===== config.mk =====
export PLATFORM = sky130hd
export DESIGN_NAME = arithmetic_expression_lexer_flat
export DESIGN_NICKNAME = d
export VERILOG_FILES = /design/src/sv/ael_pkg.sv /design/src/sv/ael_in_if.sv /design/src/sv/ael_out_if.sv /design/src/sv/ael_core.sv /design/src/sv/ael_result_fifo.sv /design/src/sv/arithmetic_expression_lexer.sv /design/src/flat_wrapper.sv
export SDC_FILE = /design/constraint.sdc
export NUM_CORES = 1
export LEC_CHECK = 0
export ABC_AREA = 1
export BUFFER_PORTS_ARGS = -buffer_cell sky130_fd_sc_hd__buf_2
export CORE_ASPECT_RATIO = 1.2
export CORE_UTILIZATION = 30
export DETAILED_ROUTE_END_ITERATION = 8
export PLACE_DENSITY = 0.54
export SYNTH_ARGS = -nofsm -noshare
export SYNTH_HDL_FRONTEND = slang
export SYNTH_SLANG_ARGS = --single-unit

===== constraint.sdc =====
create_clock -name clk -period 7.5 [get_ports clk]
set_input_delay 0.375 -clock clk [delete_from_list [all_inputs] [get_ports clk]]
set_output_delay 0.375 -clock clk [all_outputs]
set_load 0.01 [all_outputs]

===== src/sv/ael_pkg.sv =====
// ----------------------------------------------------------------------------
// ael_pkg
// Shared types, constants and byte classifiers for the expression lexer.
// ----------------------------------------------------------------------------
package ael_pkg;

	localparam int INDEX_BITS = 16;
	localparam int FIFO_DEPTH = 4;
	localparam int FIFO_AW    = $clog2(FIFO_DEPTH);

	localparam logic [INDEX_BITS-1:0] POS_MAX = '1;

	localparam logic [7:0] CH_ZERO  = 8'h30;
	localparam logic [7:0] CH_NINE  = 8'h39;
	localparam logic [7:0] CH_PLUS  = 8'h2B;
	localparam logic [7:0] CH_MINUS = 8'h2D;
	localparam logic [7:0] CH_STAR  = 8'h2A;
	localparam logic [7:0] CH_SLASH = 8'h2F;
	localparam logic [7:0] CH_OPEN  = 8'h28;
	localparam logic [7:0] CH_CLOSE = 8'h29;
	localparam logic [7:0] CH_SPACE = 8'h20;
	localparam logic [7:0] CH_TAB   = 8'h09;
	localparam logic [7:0] CH_CR    = 8'h0D;

	typedef enum logic [1:0] {
		K_INT = 2'd0,
		K_OP  = 2'd1,
		K_END = 2'd2,
		K_ERR = 2'd3
	} kind_t;

	typedef enum logic [2:0] {
		OP_PLUS  = 3'd0,
		OP_MINUS = 3'd1,
		OP_TIMES = 3'd2,
		OP_DIV   = 3'd3,
		OP_OPEN  = 3'd4,
		OP_CLOSE = 3'd5
	} op_t;

	typedef enum logic [3:0] {
		PH_IDLE = 4'b0001,
		PH_NUM  = 4'b0010,
		PH_ZERO = 4'b0100,
		PH_ERR  = 4'b1000
	} phase_t;

	typedef struct packed {
		kind_t       kind;
		logic [15:0] start_index;
		logic [15:0] token_length;
		logic [63:0] value;
		op_t         op_code;
		logic [7:0]  bad_char;
		logic        last;
	} res_t;

	// up to two results per beat, slot r0 first
	typedef struct packed {
		logic [1:0] n;
		res_t       r0;
		res_t       r1;
	} push_t;

	function automatic logic is_space(input logic [7:0] c);
		return (c == CH_SPACE) || (c >= CH_TAB && c <= CH_CR);
	endfunction

	function automatic logic is_digit(input logic [7:0] c);
		return c inside {[CH_ZERO:CH_NINE]};
	endfunction

	function automatic logic is_op(input logic [7:0] c);
		return c inside {CH_PLUS, CH_MINUS, CH_STAR, CH_SLASH, CH_OPEN, CH_CLOSE};
	endfunction

	function automatic op_t op_of(input logic [7:0] c);
		op_t o;
		case (c)
			CH_PLUS:  o = OP_PLUS;
			CH_MINUS: o = OP_MINUS;
			CH_STAR:  o = OP_TIMES;
			CH_SLASH: o = OP_DIV;
			CH_OPEN:  o = OP_OPEN;
			CH_CLOSE: o = OP_CLOSE;
			default:  o = OP_PLUS;
		endcase
		return o;
	endfunction

endpackage


===== src/sv/ael_in_if.sv =====
// ----------------------------------------------------------------------------
// ael_in_if
// Source byte channel: valid/ready with byte and end-of-source marker.
// ----------------------------------------------------------------------------
interface ael_in_if;
	logic       valid;
	logic       ready;
	logic [7:0] ch;
	logic       end_of_source;

	modport source (output valid, ch, end_of_source, input ready);
	modport sink (input valid, ch, end_of_source, output ready);
endinterface


===== src/sv/ael_out_if.sv =====
// ----------------------------------------------------------------------------
// ael_out_if
// Token channel: valid/ready with one lexer result per beat.
// ----------------------------------------------------------------------------
interface ael_out_if;
	logic        valid;
	logic        ready;
	logic [1:0]  kind;
	logic [15:0] start_index;
	logic [15:0] token_length;
	logic [63:0] value;
	logic [2:0]  op_code;
	logic [7:0]  bad_char;
	logic        last;

	modport source (output valid, kind, start_index, token_length, value, op_code,
		bad_char, last, input ready);
	modport sink (input valid, kind, start_index, token_length, value, op_code,
		bad_char, last, output ready);
endinterface


===== src/sv/ael_core.sv =====
// ----------------------------------------------------------------------------
// ael_core
// Input register, lexer state and single-pass classify/accumulate logic.
// ----------------------------------------------------------------------------
module ael_core (
	input  logic           clk,
	input  logic           arst_n,
	ael_in_if.sink         src,
	input  logic           room,
	output ael_pkg::push_t push
);
	import ael_pkg::*;

	logic                  valid_s1;
	logic [7:0]            ch_s1;
	logic                  eos_s1;
	logic                  adv;

	phase_t                phase_q, phase_n;
	logic [INDEX_BITS-1:0] pos_q, pos_n, pos_inc;
	logic [INDEX_BITS-1:0] tstart_q, tstart_n;
	logic [63:0]           acc_q, acc_n;

	logic [67:0]           acc_wide;
	logic [7:0]            dig;
	res_t                  lit, idle_res;
	logic                  idle_emit;
	logic                  flush;

	assign adv       = valid_s1 && room;
	assign src.ready = !valid_s1 || room;

	always_ff @(posedge clk or negedge arst_n) begin
		if (!arst_n) begin
			valid_s1 <= 1'b0;
		end else if (src.ready) begin
			valid_s1 <= src.valid;
		end
	end

	always_ff @(posedge clk) begin
		if (src.valid && src.ready) begin
			ch_s1  <= src.ch;
			eos_s1 <= src.end_of_source;
		end
	end

	always_ff @(posedge clk or negedge arst_n) begin
		if (!arst_n) begin
			phase_q  <= PH_IDLE;
			pos_q    <= '0;
			tstart_q <= '0;
			acc_q    <= '0;
		end else if (adv) begin
			phase_q  <= phase_n;
			pos_q    <= pos_n;
			tstart_q <= tstart_n;
			acc_q    <= acc_n;
		end
	end

	assign pos_inc  = (pos_q == POS_MAX) ? pos_q : pos_q + 1'b1;
	assign dig      = ch_s1 - CH_ZERO;
	// acc*10 + digit as two shifted adds; any carry past bit 63 saturates
	assign acc_wide = ({4'b0, acc_q} << 3) + ({4'b0, acc_q} << 1) + {64'b0, dig[3:0]};

	always_comb begin
		lit              = '0;
		lit.kind         = K_INT;
		lit.start_index  = 16'(tstart_q);
		lit.token_length = 16'(pos_q - tstart_q);
		lit.value        = acc_q;
	end

	always_comb begin
		phase_n   = phase_q;
		pos_n     = pos_q;
		tstart_n  = tstart_q;
		acc_n     = acc_q;
		push      = '0;
		idle_res  = '0;
		idle_emit = 1'b0;
		flush     = 1'b0;

		if (phase_q == PH_ERR) begin
			if (eos_s1) begin
				phase_n  = PH_IDLE;
				pos_n    = '0;
				tstart_n = '0;
				acc_n    = '0;
			end
		end else if (eos_s1) begin
			idle_res.kind        = K_END;
			idle_res.start_index = 16'(pos_q);
			idle_emit            = 1'b1;
			flush                = (phase_q == PH_NUM) || (phase_q == PH_ZERO);
			phase_n              = PH_IDLE;
			pos_n                = '0;
			tstart_n             = '0;
			acc_n                = '0;
		end else if (phase_q == PH_ZERO && is_digit(ch_s1)) begin
			// multi-digit literal with a leading zero
			idle_res.kind        = K_ERR;
			idle_res.start_index = 16'(tstart_q);
			idle_res.bad_char    = CH_ZERO;
			idle_emit            = 1'b1;
			phase_n              = PH_ERR;
		end else if (phase_q == PH_NUM && is_digit(ch_s1)) begin
			acc_n = (|acc_wide[67:64]) ? '1 : acc_wide[63:0];
			pos_n = pos_inc;
		end else begin
			flush   = (phase_q == PH_NUM) || (phase_q == PH_ZERO);
			phase_n = PH_IDLE;
			acc_n   = '0;
			if (is_space(ch_s1)) begin
				pos_n = pos_inc;
			end else if (ch_s1 == CH_ZERO) begin
				phase_n  = PH_ZERO;
				tstart_n = pos_q;
				pos_n    = pos_inc;
			end else if (is_digit(ch_s1)) begin
				phase_n  = PH_NUM;
				tstart_n = pos_q;
				acc_n    = {60'b0, dig[3:0]};
				pos_n    = pos_inc;
			end else if (is_op(ch_s1)) begin
				idle_res.kind         = K_OP;
				idle_res.start_index  = 16'(pos_q);
				idle_res.token_length = 16'd1;
				idle_res.op_code      = op_of(ch_s1);
				idle_emit             = 1'b1;
				pos_n                 = pos_inc;
			end else begin
				idle_res.kind        = K_ERR;
				idle_res.start_index = 16'(pos_q);
				idle_res.bad_char    = ch_s1;
				idle_emit            = 1'b1;
				phase_n              = PH_ERR;
			end
		end

		if (adv) begin
			if (flush) begin
				push.r0      = lit;
				push.r0.last = !idle_emit;
				push.r1      = idle_res;
				push.r1.last = 1'b1;
				push.n       = idle_emit ? 2'd2 : 2'd1;
			end else if (idle_emit) begin
				push.r0      = idle_res;
				push.r0.last = 1'b1;
				push.n       = 2'd1;
			end
		end
	end

	a_acc_idle_zero: assert property (@(posedge clk) disable iff (!arst_n)
		phase_q == PH_IDLE |-> acc_q == '0)
		else $error("accumulator not cleared in idle phase");

	a_start_le_pos: assert property (@(posedge clk) disable iff (!arst_n)
		tstart_q <= pos_q)
		else $error("token start beyond position");

	a_err_silent: assert property (@(posedge clk) disable iff (!arst_n)
		adv && phase_q == PH_ERR |-> push.n == 2'd0)
		else $error("result produced while discarding after error");

	a_pos_mono: assert property (@(posedge clk) disable iff (!arst_n)
		adv && !eos_s1 && phase_q != PH_ERR |=> pos_q >= $past(pos_q))
		else $error("position moved backward");

endmodule


===== src/sv/ael_result_fifo.sv =====
// ----------------------------------------------------------------------------
// ael_result_fifo
// Four-entry result queue: up to two writes per cycle, one beat out.
// ----------------------------------------------------------------------------
module ael_result_fifo (
	input  logic          clk,
	input  logic          arst_n,
	input  ael_pkg::push_t push,
	output logic          room,
	ael_out_if.source     tok
);
	import ael_pkg::*;

	res_t               mem_q [FIFO_DEPTH];
	logic [FIFO_AW-1:0] wr_q, rd_q;
	logic [FIFO_AW:0]   cnt_q;
	logic               pop;
	res_t               head;

	assign pop  = tok.valid && tok.ready;
	assign room = cnt_q <= (FIFO_AW+1)'(FIFO_DEPTH - 2);
	assign head = mem_q[rd_q];

	always_ff @(posedge clk or negedge arst_n) begin
		if (!arst_n) begin
			wr_q  <= '0;
			rd_q  <= '0;
			cnt_q <= '0;
		end else begin
			wr_q  <= wr_q + FIFO_AW'(push.n);
			rd_q  <= rd_q + FIFO_AW'(pop);
			cnt_q <= cnt_q + (FIFO_AW+1)'(push.n) - (FIFO_AW+1)'(pop);
		end
	end

	always_ff @(posedge clk) begin
		if (push.n != 2'd0) begin
			mem_q[wr_q] <= push.r0;
		end
		if (push.n == 2'd2) begin
			mem_q[wr_q + 1'b1] <= push.r1;
		end
	end

	assign tok.valid        = cnt_q != '0;
	assign tok.kind         = head.kind;
	assign tok.start_index  = head.start_index;
	assign tok.token_length = head.token_length;
	assign tok.value        = head.value;
	assign tok.op_code      = head.op_code;
	assign tok.bad_char     = head.bad_char;
	assign tok.last         = head.last;

	a_cnt_bound: assert property (@(posedge clk) disable iff (!arst_n)
		cnt_q <= (FIFO_AW+1)'(FIFO_DEPTH))
		else $error("result queue overflow");

	a_push_room: assert property (@(posedge clk) disable iff (!arst_n)
		push.n != 2'd0 |-> room)
		else $error("push without room");

	a_pop_drain: assert property (@(posedge clk) disable iff (!arst_n)
		pop && push.n == 2'd0 |=> cnt_q == $past(cnt_q) - 1'b1)
		else $error("pop did not drain queue");

endmodule


===== src/sv/arithmetic_expression_lexer.sv =====
// ----------------------------------------------------------------------------
// arithmetic_expression_lexer
// Integer and operator lexer for arithmetic text, one source byte per beat.
// ----------------------------------------------------------------------------
//  channel  dir  handshake     payload
//  src      in   valid/ready   ch, end_of_source
//  tok      out  valid/ready   kind, start_index, token_length, value,
//                              op_code, bad_char, last
//
//  One source beat per cycle while the queue has room; results pass s1 and the queue.
//  A beat that yields two tokens (literal then operator, end or error) occupies
//  the output for two beats; the four-entry result queue sets that limit.
//  src.ready drops only while the queue holds more than two tokens.
//  arst_n clears the lexer state and the queue; no clearing pass.
// ----------------------------------------------------------------------------
module arithmetic_expression_lexer (
	input  logic      clk,
	input  logic      arst_n,
	ael_in_if.sink    src,
	ael_out_if.source tok
);
	import ael_pkg::*;

	push_t push;
	logic  room;

	ael_core u_core (
		.clk    (clk),
		.arst_n (arst_n),
		.src    (src),
		.room   (room),
		.push   (push)
	);

	ael_result_fifo u_fifo (
		.clk    (clk),
		.arst_n (arst_n),
		.push   (push),
		.room   (room),
		.tok    (tok)
	);

endmodule

===== src/flat_wrapper.sv =====
// flat-port wrapper written by rule: the top's interface ports become plain ports
module arithmetic_expression_lexer_flat import ael_pkg::*;
  (clk, arst_n, src_valid, src_ch, src_end_of_source, src_ready, tok_valid, tok_kind, tok_start_index, tok_token_length, tok_value, tok_op_code, tok_bad_char, tok_last, tok_ready);
  ael_in_if src_i ();
  ael_out_if tok_i ();
  input  logic clk;
  input  logic arst_n;
  input wire logic [$bits(src_i.valid)-1:0] src_valid;
  input wire logic [$bits(src_i.ch)-1:0] src_ch;
  input wire logic [$bits(src_i.end_of_source)-1:0] src_end_of_source;
  output wire logic [$bits(src_i.ready)-1:0] src_ready;
  output wire logic [$bits(tok_i.valid)-1:0] tok_valid;
  output wire logic [$bits(tok_i.kind)-1:0] tok_kind;
  output wire logic [$bits(tok_i.start_index)-1:0] tok_start_index;
  output wire logic [$bits(tok_i.token_length)-1:0] tok_token_length;
  output wire logic [$bits(tok_i.value)-1:0] tok_value;
  output wire logic [$bits(tok_i.op_code)-1:0] tok_op_code;
  output wire logic [$bits(tok_i.bad_char)-1:0] tok_bad_char;
  output wire logic [$bits(tok_i.last)-1:0] tok_last;
  input wire logic [$bits(tok_i.ready)-1:0] tok_ready;
  assign src_i.valid = src_valid;
  assign src_i.ch = src_ch;
  assign src_i.end_of_source = src_end_of_source;
  assign src_ready = src_i.ready;
  assign tok_valid = tok_i.valid;
  assign tok_kind = tok_i.kind;
  assign tok_start_index = tok_i.start_index;
  assign tok_token_length = tok_i.token_length;
  assign tok_value = tok_i.value;
  assign tok_op_code = tok_i.op_code;
  assign tok_bad_char = tok_i.bad_char;
  assign tok_last = tok_i.last;
  assign tok_i.ready = tok_ready;
  arithmetic_expression_lexer u_core (.clk(clk), .arst_n(arst_n), .src(src_i), .tok(tok_i));
endmodule

# Word-level counts from Yosys, hierarchy flattened
# Memories as Yosys holds them, arrays and structs flattened.
# Index checks and enable logic that the tools add are counted.
[classes] n_eq_ne=18 n_mux=77 add_sub_neg=10 n_lt_le_gt_ge=5 n_reduce_logical=22
[ops] op="2-to-1 mux 64 bit" count=6
[ops] op="2-to-1 mux 16 bit" count=19
[ops] op="2-to-1 mux 222 bit" count=1
[ops] op="2-to-1 mux 34 bit" count=5
[ops] op="2-to-1 mux 112 bit" count=1
[ops] op="2-to-1 mux 111 bit" count=1
[ops] op="2-to-1 mux 110 bit" count=1
[ops] op="adder 67 x 65 -> 68 bit" count=1
[ops] op="adder 68 x 4 -> 68 bit" count=1
[ops] op="2-to-1 mux 11 bit" count=6
[ops] op="equality test 8 x 6 -> 1 bit (second input constant)" count=8
[ops] op="2-to-1 mux 18 bit" count=3
[ops] op="2-to-1 mux 4 bit" count=12
[ops] op="adder 16 x 1 -> 16 bit (second input constant)" count=1
[ops] op="equality test 16 bit (second input constant)" count=1
[ops] op="2-to-1 mux 1 bit" count=16
[ops] op="2-to-1 mux 8 bit" count=2
[ops] op="subtractor 16 bit" count=1
[ops] op="case mux 3 bit (5 select lines)" count=1
[ops] op="nonzero test 6 bit" count=2
[ops] op="greater-or-equal comparator 8 x 4 -> 1 bit (second input constant)" count=1
[ops] op="greater-or-equal comparator 8 x 6 -> 1 bit (second input constant)" count=1
[ops] op="less-or-equal comparator 8 x 4 -> 1 bit (second input constant)" count=1
[ops] op="less-or-equal comparator 8 x 6 -> 1 bit (second input constant)" count=1
[ops] op="24 further kinds" count=39
[totals] mem_bits_rw=440 n_memories=1 regBits=117 in_bits=13
[mem_list] memory="u_core.u_fifo.mem_q" depth=4 width=110 read_ports=1 rd_ports_with_merged_regs=0 wr=2 line="ael_result_fifo.sv:14" source="res_t mem_q [FIFO_DEPTH];"

# Longest topological paths before layout
# Gate-level depths: netlist (run 1).
[logic_depth] depth_word=16 mapped_depth=25 mapped_depth_nobuf=22

# Hierarchy
# Synthesis (run 1) repeated with hierarchy kept, for this count alone.
[hier_totals] cells_unflattened=4588 hier_area_um2=36194.7
[modules_own_cells] module="ael_result_fifo" n_inst=1 cells_each=2319 area_per_inst_um2=22260.1 seq_area_each_um2=13387.8
[modules_own_cells] module="ael_core" n_inst=1 cells_each=2269 area_per_inst_um2=13934.6 seq_area_each_um2=2798.9

# Least setup slack after synthesis (run 1)
# Ideal clock, no wire load.
[synth_timing] path_kind="register -> register" from="register u_core.u_core.ch_s1[7]" to="memory u_core.u_fifo.mem_q[3][77] (netlist name)" arrival_ps=3268 t_required_ps=7373 period_less_slack_ps=3395 path_slack_ps=4105 path_stages_with_launch=26 setup_ps=127 cell_sequence="edfxtp_1 nor2_1 nand2_1 nor2_1 nand2_1 nand2_1 inv_1 nand2_1 nand3_1 nand2_1 inv_1 ha_1 inv_1 nor2_8 inv_4 nand2_4 inv_6 nor2_8 inv_2 buf_6 nand2_2 inv_2 buf_6 buf_6 nand2_1 o21ai_1"
[synth_lines] element="from (decl)" line="ael_core.sv:15" source="logic [7:0] ch_s1;"
[synth_lines] element="from (signal assigned)" line="ael_core.sv:43" source="ch_s1 <= src.ch;"
[synth_lines] element="to (decl)" line="ael_result_fifo.sv:14"

==> flow_summary.yaml, run 1 <==
synth:
  yosys.area.top_type_share_pct: 20.5
  yosysSeqAreaShare_pct: 42.2
  ys_types: 56
  synth-seq-cells: 557
  synth-main-ff-cell: "dfxtp_1"
  syn_inst: 4252
  synth_area_um2: 30900
  yosysWarningCount: 0
  yosysTopAreaCell: "dfxtp_1"
  synth_edf_count: 133
  avgSynthCellArea_um2: 7.26
  yosys-top-cells-area: "dfxtp_1 20%, nand2_1 16%, edfxtp_1 13%, o21ai_0 8.9%, dfrtp_1 8.7%"
  synthArstFlopShare_pct: 19.4
  synth.most_common_cell: "nand2_1"
  synthesis.nets: 4418
  synth_common_cells: "1344 x nand2_1, 552 x o21ai_0, 433 x nor2_1"
clocking:
  cts_max_level: 2
  clk_pin_slew_ns: 0.06
  cts_root_buf: "clkbuf_16"
  clk_latency_ns: 0.68
  cts.sinks: 557
  post_cts_resized: 0
  postCtsSetupRepairBufs: 0
  clk_path_buf_depth: 3
  cts_tree: "yes"
  postCtsHoldBufs: 11
  cts_buffers: 60
place:
  portBuffers: 124
  dp_slack_ns: 1.88
  gp_congestion: 0.993
  place_inst: 5565
  dpl.hpwl_um: 68800
  place_area_um2: 32400
final_layout:
  multi_input_comb_area_um2: 15500
  seq_area_um2: 13000
  final_util_pct: 34.0
  fin_nets: 4439
  drive_gt1_share_pct: 7.63
  instances_no_fill: 5692
  syn_to_final_growth_pct: 12.0
  finalInstanceArea_um2: 34600
  fillerInstances: 11061
die:
  io_pins: 125
  core_um2: 102000
  die_height_um: 353
  initial_core_util_pct: 30.4
  placementRows: 128
  die_area_um2: 104000
  die_x_um: 295
timing:
  fmaxAchievable_mhz: 177
  rsz0062_at_grt: "no"
  drv_slew: 0
  finalCritPeriodShare_pct: 75.2
  fin_skew_ns: 0.0648
  setup_viol: 0
  setup_tns_ns: 0
  worst_pin_slew_ns: 1.09
  setup_slack_ns: 1.86
  finalHoldViolations: 0
  slew_headroom_pct: 27.2
  period_minus_slack_ns: 5.64
setup_path:
  critical_path_class: "flip-flop to flip-flop"
  crit_top_cell: "nand2_1"
  path_buf_inv: 6
  cp_cell_sequence: "nor2_1, nand2_1, nor2_1, nand2_1, nand2_1, inv_1, nand2_1, nand3_1, nand2_1, inv_1, ha_1, nor2_1, inv_2, nor2_2, inv_2, nand2_2, clkinv_2, buf_4, a22o_1"
  cpLargestDelayFamily: "simple AND/OR/NAND/NOR gates"
  slowest_delay_ns: 0.86
  crit_start: "u_core.u_core.ch_s1[7]$_DFFE_PP_"
  critPathRequiredTime_ns: 8.08
  arrival_ns: 6.22
  cp-start-kind: "flip-flop"
  crit_path_end_kind: "flip-flop"
  crit_fanout: 46
  r2r-start: "u_core.u_core.ch_s1[7]$_DFFE_PP_"
  cp_slowest_cell: "clkinv_2"
route:
  wire_per_inst_um: 17.9
  first_iter_violations: 2027
  firstDrtPassIters: 5
  dr_total_vias: 28382
  totalWireLength_um: 102000
  ant_nets: 0
  drc: 0
  viasPerCell: 4.99
hold_path:
  worstHoldPathType: "input port to asynchronous set/reset pin"
power_and_ir_drop:
  p_per_area_nw_per_um2: 299
  p_leak_nw: 15.6
  irDropWorstVdd_mv: 0.234
run:
  max-cap-violations: 0
status:
  status: "finished clean"
global_routing:
  grt_pass1_wl_um: 159000
  grt_max_degree: 91
  grt.overflow.total: 0
  grt_util_all_layers_pct: 19.3
  antenna_found_initial: 4
  grt_pass1_vias: 27378
-- placed cells by master, fill, tap and decap left out, types with 6 or more instances in the layout --
master         netlist  layout
o21ai_0            552     552
edfxtp_1           133     133
o22ai_1            138     138
nand2_2             11      12
inv_2               21      17
nor4_1               6       6
nor2_1             433     431
xnor2_1             39      39
nand3_1            144     144
nand3b_1            10      10
dlygate4sd3_1        0      11
xor2_1               8       8
clkbuf_8             0      10
nand2_1           1344    1343
nor3_1              23      23
o22ai_2             10      10
buf_2               46     123
nor2_2               9       9
dfrtp_1            107     105
o21bai_1            11      11
inv_1              345     343
clkbuf_16            0      62
buf_4               19      24
ha_1               149     149
a22o_1              20      20
a21oi_1            105     104
clkbuf_1           113      16
nor2_8               7       7
dfxtp_1            316     316
nor2_4               4       6
clkinv_2             0      15
o21ai_1             32      32
nand4_1             24      24
-- through the flow --
step           power (W)  hold slack (ns)
3_5_place_dp     0.00741            0.439
6_report          0.0103            0.371
4_1_cts           0.0105            0.350
2_1_floorplan    0.00580           0.0794
3_3_place_gp     0.00741            0.434
5_1_grt           0.0109            0.372
-- flip-flops by register name, indices dropped and copies added, names as in the netlist, 2 cells and up --
| register | cells |
|---|---|
| u_core.u_fifo.rd_q | 2 |
| u_core.u_core.ch_s1 | 8 |
| u_core.u_core.acc_q | 64 |
| u_core.u_fifo.wr_q | 2 |
| u_core.u_fifo.cnt_q | 3 |
| u_core.u_core.pos_q | 16 |
| u_core.u_core.phase_q | 4 |
| u_core.u_fifo.mem_q | 440 |
| u_core.u_core.tstart_q | 16 |
-- final cells by class --
class | instances | share of cell area [%]
multi-input cells | 3126 | 44.8
inverters | 370 | 4.08
well taps | 1365 | 4.94
diodes | 2 | 0.0145
clock inverters | 23 | 0.799
repair buffers | 158 | 2.62
clock buffers | 91 | 5.10
flip-flops and latches | 557 | 37.7
-- per-layer routing --
metal  GRT usage [%]  share of wire, %  routed length [µm]
met1            24.6                44               44600
met2            34.3                50               50600
met3            1.82               4.1                4210
met4            5.80               2.6                2680
met5               0                 0                   0
-- cell families after synthesis --
logic type / synth area share (%)
simple gates: 26.6
compound gates: 15.9
buf+inv: 7.71
flops: 42.2
fa+ha+maj: 6.30
xor+xnor: 1.33
-- worst paths after layout --
check / slack [ns] / endpoint / depth (start not counted)
max in group asynchronous: 5.75 / u_core.u_fifo.rd_q[1]$_DFF_PN0_ / 3
min in group clk: 0.38 / u_core.u_fifo.rd_q[0]$_DFF_PN0_ / 3
worst max register to register: 1.86 / u_core.u_fifo.mem_q[2][84]$_SDFFE_PP0N_ / 19
worst max-delay path: 1.86 / u_core.u_fifo.mem_q[2][84]$_SDFFE_PP0N_ / 19
worst min-delay path: 0.37 / u_core.u_core.acc_q[20]$_DFFE_PN0P_ / 2
worst min register to register: 0.45 / u_core.u_fifo.mem_q[2][85]$_SDFFE_PP0N_ / 2
-- report_power, final --
part | switching [W] | internal [W] | total [W]
Combinational | 0.00285 | 0.000978 | 0.00383
Clock | 0.00131 | 0.00174 | 0.00305
Sequential | 0.000149 | 0.00331 | 0.00346
(Power assumes the default switching activity.)
==> inputs of run 2 (changes only) <==
--- a/config.mk
+++ b/config.mk
@@ -5,7 +5,7 @@
 export SDC_FILE = /design/constraint.sdc
 export NUM_CORES = 1
 export LEC_CHECK = 0
-export ABC_AREA = 1
+export ABC_AREA = 0
 export BUFFER_PORTS_ARGS = -buffer_cell sky130_fd_sc_hd__buf_2
 export CORE_ASPECT_RATIO = 1.2
 export CORE_UTILIZATION = 30
==> constraint.sdc (replaced) <==
create_clock -name clk -period 5.9 [get_ports clk]
set_input_delay 0.295 -clock clk [delete_from_list [all_inputs] [get_ports clk]]
set_output_delay 0.295 -clock clk [all_outputs]
set_load 0.01 [all_outputs]
==> flow_summary.yaml, run 2 <==
clocking:
  cts_tree: "yes"
  cts_root_buf: "clkbuf_16"
  cts_buffers: 58
  cts.sinks: 557
  clk_pin_slew_ns: 0.06
  clk_path_buf_depth: 3
  cts_max_level: 2
  postCtsSetupRepairBufs: 0
  post_cts_resized: 0
  clk_latency_ns: 0.64
final_layout:
  largest_reg_flops: 440
  most-common-layout-cells: "316 x dfxtp_1, 263 x a32o_1, 237 x nand2_1"
  top_regs: "u_core.u_fifo.mem_q (440), u_core.u_core.acc_q (64)"
  regMostFlops: "u_core.u_fifo.mem_q"
  diodes: 0
  fin_nets: 2835
  syn_to_final_growth_pct: 13.4
  final_common_cell: "dfxtp_1"
  finalInstanceArea_um2: 32600
  final_util_pct: 34.3
  drive_gt1_share_pct: 15.1
synth:
  yosysWarningCount: 0
  yosysTopAreaCell: "dfxtp_1"
  synth_simple_gate_area_share_pct: 9.23
  synth_compound_area_share_pct: 24.1
  avgSynthCellArea_um2: 10.8
  synth_edf_count: 133
  synth_common_cells: "316 x dfxtp_1, 263 x a32o_1, 237 x nand2_1"
  syn_inst: 2659
  synth.most_common_cell: "dfxtp_1"
  ys_types: 82
  synth_fa_ha_area_share_pct: 6.77
  synthXorXnorAreaFrac_pct: 2.16
  yosys-mux-area-fraction_pct: 8.71
  synth-main-ff-cell: "dfxtp_1"
  yosys.area.top_type_share_pct: 22.0
  yosysSeqAreaShare_pct: 45.3
  synth_area_um2: 28700
  synthesis.nets: 2825
  synthArstFlopShare_pct: 19.4
  synth-seq-cells: 557
  yosys-top-cells-area: "dfxtp_1 22%, edfxtp_1 14%, dfrtp_1 9.3%, a32o_1 9.2%, mux4_2 8.6%"
  synth_top_family_by_area: "compound AO/OA/AOI/OAI gates"
setup_path:
  cp_slowest_cell: "nor2_4"
  crit_path_end_kind: "flip-flop"
  critical_path_class: "flip-flop to flip-flop"
  cp-start-kind: "flip-flop"
  crit_top_cell: "nand2_1"
  slowest_delay_ns: 0.80
  arrival_ns: 5.65
  critPathRequiredTime_ns: 6.46
  crit_fanout: 49
  cp_cell_sequence: "or4b_1, a21oi_1, o21ai_1, and2_1, nor3_1, nor2_1, ha_1, nand2_1, nand2_1, and3_4, nor2_4, buf_4, a22o_1"
  rrSetupSlack_ns: 0.81
route:
  wire_per_inst_um: 22.0
  firstDrtPassIters: 6
  ant_nets: 0
  first_iter_violations: 1940
  dr_total_vias: 22610
  drc: 0
  viasPerCell: 5.69
  totalWireLength_um: 87500
timing:
  finalHoldViolations: 0
  slew_headroom_pct: 11.9
  setup_tns_ns: 0
  fin_skew_ns: 0.0341
  fmaxAchievable_mhz: 197
  setup_viol: 0
  drv_slew: 0
  worst_pin_slew_ns: 1.32
  finalCritPeriodShare_pct: 86.2
  period_minus_slack_ns: 5.09
  rsz0062_at_grt: "no"
die:
  die_area_um2: 97000
  io_pins: 125
  placementRows: 124
  initial_core_util_pct: 30.2
  die_x_um: 285
  core_um2: 95100
  die_height_um: 341
global_routing:
  antenna_found_initial: 3
  grt_max_degree: 142
  grt_util_all_layers_pct: 17.7
  grt_pass1_vias: 22744
  grt.overflow.total: 0
  grt_pass1_wl_um: 136000
status:
  status: "finished clean"
power_and_ir_drop:
  p_switching_w: 0.00384
  total_power_w: 0.0111
  p_sw_share_pct: 34.4
  p_comb_share_pct: 26.3
  pwr-share-seq_pct: 40.3
  p_int_w: 0.00731
  p_per_area_nw_per_um2: 342
  irDropWorstVdd_mv: 0.264
  p_leak_nw: 12.5
  power.share.clock_pct: 33.5
place:
  gp_congestion: 0.881
  dpl.hpwl_um: 57700
  place_area_um2: 30500
  portBuffers: 124
run:
  max-cap-violations: 0
hold_path:
  worstHoldPathType: "input port to flip-flop"
[run 2: cell types whose count changed after synthesis, sizes merged, moves of 110 or more]
cell and delta:
nand2 -1122, o21ai -440, inv -318, nor2 -315, a32o +259, nand3 -114
mux4 +110
[run 2: worst max-delay path: cells and delay by family, from the launching register on]
| family | cells | cell delay, ns |
|---|---|---|
| buffers and inverters | 1 | 0.75 |
| adders and majority gates | 1 | 0.37 |
| AOI/OAI and AO/OA | 3 | 0.53 |
| and+or+nand+nor | 8 | 2.75 |
| DFF | 1 | 0.53 |
[run 2: kinds of logic after synthesis]
family                   after synthesis
buffers and inverters                276
adder cells (fa/ha/maj)              153
AND/OR/NAND/NOR                      580
multiplexers                         112
XOR/XNOR                              71
flip-flops                           557
AO/OA/AOI/OAI                        910
[run 2: power by group through the flow]
stage | Sequential (W) | Combinational [W] | Clock, W
2_1_floorplan | 0.00434 | 0.00203 | 0
3_3_place_gp | 0.00457 | 0.00298 | 0
3_5_place_dp | 0.00457 | 0.00298 | 0
4_1_cts | 0.00449 | 0.00300 | 0.00382
5_1_grt | 0.00453 | 0.00317 | 0.00396
6_report | 0.00449 | 0.00293 | 0.00373
[run 2: path summary, 6_finish.rpt]
check / to / from / cells after the start
worst max-delay path: u_core.u_fifo.mem_q[3][85]$_SDFFE_PP0P_ / u_core.u_core.ch_s1[1]$_DFFE_PP_ / 13
worst min-delay path: u_core.u_fifo.rd_q[0]$_DFF_PN0_ / tok_ready / 3
worst max register to register: u_core.u_fifo.mem_q[3][85]$_SDFFE_PP0P_ / u_core.u_core.ch_s1[1]$_DFFE_PP_ / 13
worst min register to register: u_core.u_fifo.mem_q[3][83]$_SDFFE_PP0P_ / u_core.u_fifo.mem_q[3][83]$_SDFFE_PP0P_ / 2
max in group asynchronous: u_core.u_fifo.rd_q[0]$_DFF_PN0_ / arst_n / 3
min in group asynchronous: u_core.u_core.acc_q[18]$_DFFE_PN0P_ / arst_n / 2
[run 2: through the flow]
stage / hold slack, ns / setup WS [ns] / cells
2_1_floorplan: -0.000591 / 1.37 / 2659
3_3_place_gp: 0.335 / 0.915 / 3858
3_5_place_dp: 0.339 / 0.846 / 3858
4_1_cts: 0.178 / 0.807 / 3977
5_1_grt: 0.204 / 0.554 / 3977
6_report: 0.226 / 0.812 / 3977
[run 2: layer usage]
layer  global-route usage, %  part of all wire, %  wire [µm]
met5                       0                    0          0
met4                    4.97                  2.3       2020
met3                    1.82                  3.9       3450
met2                    32.1                   52      45200
met1                    22.2                   42      36800
[run 2: timing repair]
item / CTS / global route
hold buffers: 11 / 0
setup endpoints to repair: 0 / 0
hold endpoints to repair: 53 / 0
[run 2: final cells by class]
cell class | instances | area, µm²
Clock buffer | 79 | 1640
Tap cell | 1260 | 1580
Inverter | 51 | 191
Sequential cell | 557 | 13000
Fill cell | 9584 | 62500
Multi-Input combinational cell | 1826 | 14700
Clock inverter | 29 | 287
Timing Repair Buffer | 175 | 1110
==> inputs of run 3 (changes only) <==
--- a/config.mk
+++ b/config.mk
@@ -8,9 +8,10 @@
 export ABC_AREA = 0
 export BUFFER_PORTS_ARGS = -buffer_cell sky130_fd_sc_hd__buf_2
 export CORE_ASPECT_RATIO = 1.2
-export CORE_UTILIZATION = 30
+export CORE_UTILIZATION = 60
 export DETAILED_ROUTE_END_ITERATION = 8
-export PLACE_DENSITY = 0.54
+export PLACE_DENSITY = 0.87
+export SETUP_SLACK_MARGIN = 0.2
 export SYNTH_ARGS = -nofsm -noshare
 export SYNTH_HDL_FRONTEND = slang
 export SYNTH_SLANG_ARGS = --single-unit
==> constraint.sdc (replaced) <==
create_clock -name clk -period 5.9 [get_ports clk]
set_input_delay 0.59 -clock clk [delete_from_list [all_inputs] [get_ports clk]]
set_output_delay 0.59 -clock clk [all_outputs]
set_load 0.01 [all_outputs]
==> flow_summary.yaml, run 3 (synthesis results as in run 2) <==
status:
  status: "finished clean"
final_layout:
  regMostFlops: "u_core.u_fifo.mem_q"
  largest_reg_flops: 440
  fin_nets: 2821
  diodes: 0
  syn_to_final_growth_pct: 9.56
  final_common_cell: "dfxtp_1"
  drive_gt1_share_pct: 14.9
  top_regs: "u_core.u_fifo.mem_q (440), u_core.u_core.acc_q (64)"
  seq_area_um2: 13000
  final_util_pct: 66.8
  multi_input_comb_area_um2: 14700
  fillerInstances: 3380
  most-common-layout-cells: "316 x dfxtp_1, 263 x a32o_1, 237 x nand2_1"
  instances_no_fill: 3322
timing:
  drv_slew: 0
  finalCritPeriodShare_pct: 84.4
  period_minus_slack_ns: 4.98
  slew_headroom_pct: 18.4
  setup_slack_ns: 0.923
  finalHoldViolations: 0
  rsz0062_at_grt: "no"
  fmaxAchievable_mhz: 201
  worst_pin_slew_ns: 1.22
  setup_tns_ns: 0
  fin_skew_ns: 0.0249
  setup_viol: 0
route:
  drc: 0
  wire_per_inst_um: 23.9
  first_iter_violations: 2482
  dr_total_vias: 23736
  viasPerCell: 7.15
  totalWireLength_um: 79400
  firstDrtPassIters: 6
  ant_nets: 0
setup_path:
  arrival_ns: 5.40
  rrSetupSlack_ns: 0.92
  cp-start-kind: "flip-flop"
  worstSetupEndpoint: "u_core.u_fifo.mem_q[1][95]$_DFFE_PP_"
  crit_start: "u_core.u_core.ch_s1[1]$_DFFE_PP_"
  crit_path_end_kind: "flip-flop"
  crit_fanout: 20
  critPathRequiredTime_ns: 6.32
  rr_worst_depth: 11
  r2r-start: "u_core.u_core.ch_s1[1]$_DFFE_PP_"
  critical_path_class: "flip-flop to flip-flop"
  r2r-end: "u_core.u_fifo.mem_q[1][95]$_DFFE_PP_"
clocking:
  cts_root_buf: "clkbuf_16"
  cts_max_level: 2
  cts_tree: "yes"
  cts.sinks: 557
  clk_latency_ns: 0.62
  post_cts_resized: 0
  clk_pin_slew_ns: 0.07
  cts_buffers: 54
  clk_path_buf_depth: 3
die:
  die_area_um2: 48800
  initial_core_util_pct: 61.0
  placementRows: 87
  core_um2: 47100
  die_x_um: 202
  io_pins: 125
  die_height_um: 242
place:
  place_inst: 3221
  dp_slack_ns: 1.09
  dpl.hpwl_um: 52400
  portBuffers: 124
  gp_congestion: 0.952
global_routing:
  grt.overflow.total: 0
  antenna_found_initial: 0
  grt_pass1_vias: 23764
  grt_max_degree: 165
  grt_pass1_wl_um: 126000
  grt_util_all_layers_pct: 32.1
hold_path:
  worstHoldPathType: "input port to flip-flop"
run:
  max-cap-violations: 0
power_and_ir_drop:
  irDropWorstVdd_mv: 0.309
  p_leak_nw: 12.3
  total_power_w: 0.0107
  p_per_area_nw_per_um2: 341
-- run 3: critical path, stage by stage (launching register included) --
cell      delay [ns]
edfxtp_1        0.54
o21ai_0         0.26
nand4_1         0.29
o221ai_1        0.64
inv_1           0.41
ha_1            0.53
nand2_1         0.23
nand2_1         0.21
nand2_1         0.12
nor2_4          0.54
nand2_1         0.61
o22ai_1         0.40
-- run 3: repair_timing --
action                    CTS  global route
setup buffers               0             0
hold endpoints to repair   39             0
hold buffers                1             0
-- run 3: through the flow --
step / cell area (µm²) / hold slack, ns
3_3_place_gp: 29700 / 0.429
5_1_grt: 31500 / 0.159
4_1_cts: 31500 / 0.163
6_report: 31500 / 0.181
3_5_place_dp: 29700 / 0.441
2_1_floorplan: 28700 / 0.294
-- run 3: area by class of cell --
type,count,share of cell area [%]
Timing Repair Buffer,165,3.04
Inverter,51,0.608
Clock buffer,74,4.93
Multi-Input combinational cell,1826,46.8
Clock inverter,26,0.743
Tap cell,623,2.48
Sequential cell,557,41.4
-- run 3: routing by layer --
layer / track usage [%] / routed length [µm]
met5: 0 / 0
met2: 56.3 / 40400
met1: 38.6 / 29900
met3: 4.25 / 5410
met4: 16.0 / 3610
-- run 3: power by group --
group,switching [W],internal (W),total (W)
Clock,0.00149,0.00198,0.00347
Sequential,0.000297,0.00419,0.00449
Combinational,0.00186,0.000931,0.00279
-- run 3: worst min path at each step --
stage | start | to | slack (ns) | cells after the start
finish | src_ch[2] | u_core.u_core.ch_s1[2]$_DFFE_PP_ | 0.18 | 1
global route | src_ch[2] | u_core.u_core.ch_s1[2]$_DFFE_PP_ | 0.16 | 1
CTS | src_ch[2] | u_core.u_core.ch_s1[2]$_DFFE_PP_ | 0.16 | 1
detailed placement | u_core.u_fifo.mem_q[3][81]$_SDFFE_PP0P_ | u_core.u_fifo.mem_q[3][81]$_SDFFE_PP0P_ | 0.44 | 2
global placement | u_core.u_fifo.mem_q[0][82]$_SDFFE_PP0N_ | u_core.u_fifo.mem_q[0][82]$_SDFFE_PP0N_ | 0.43 | 2
floorplan | arst_n | u_core.u_core.acc_q[0]$_DFFE_PN0P_ | 0.29 | 0
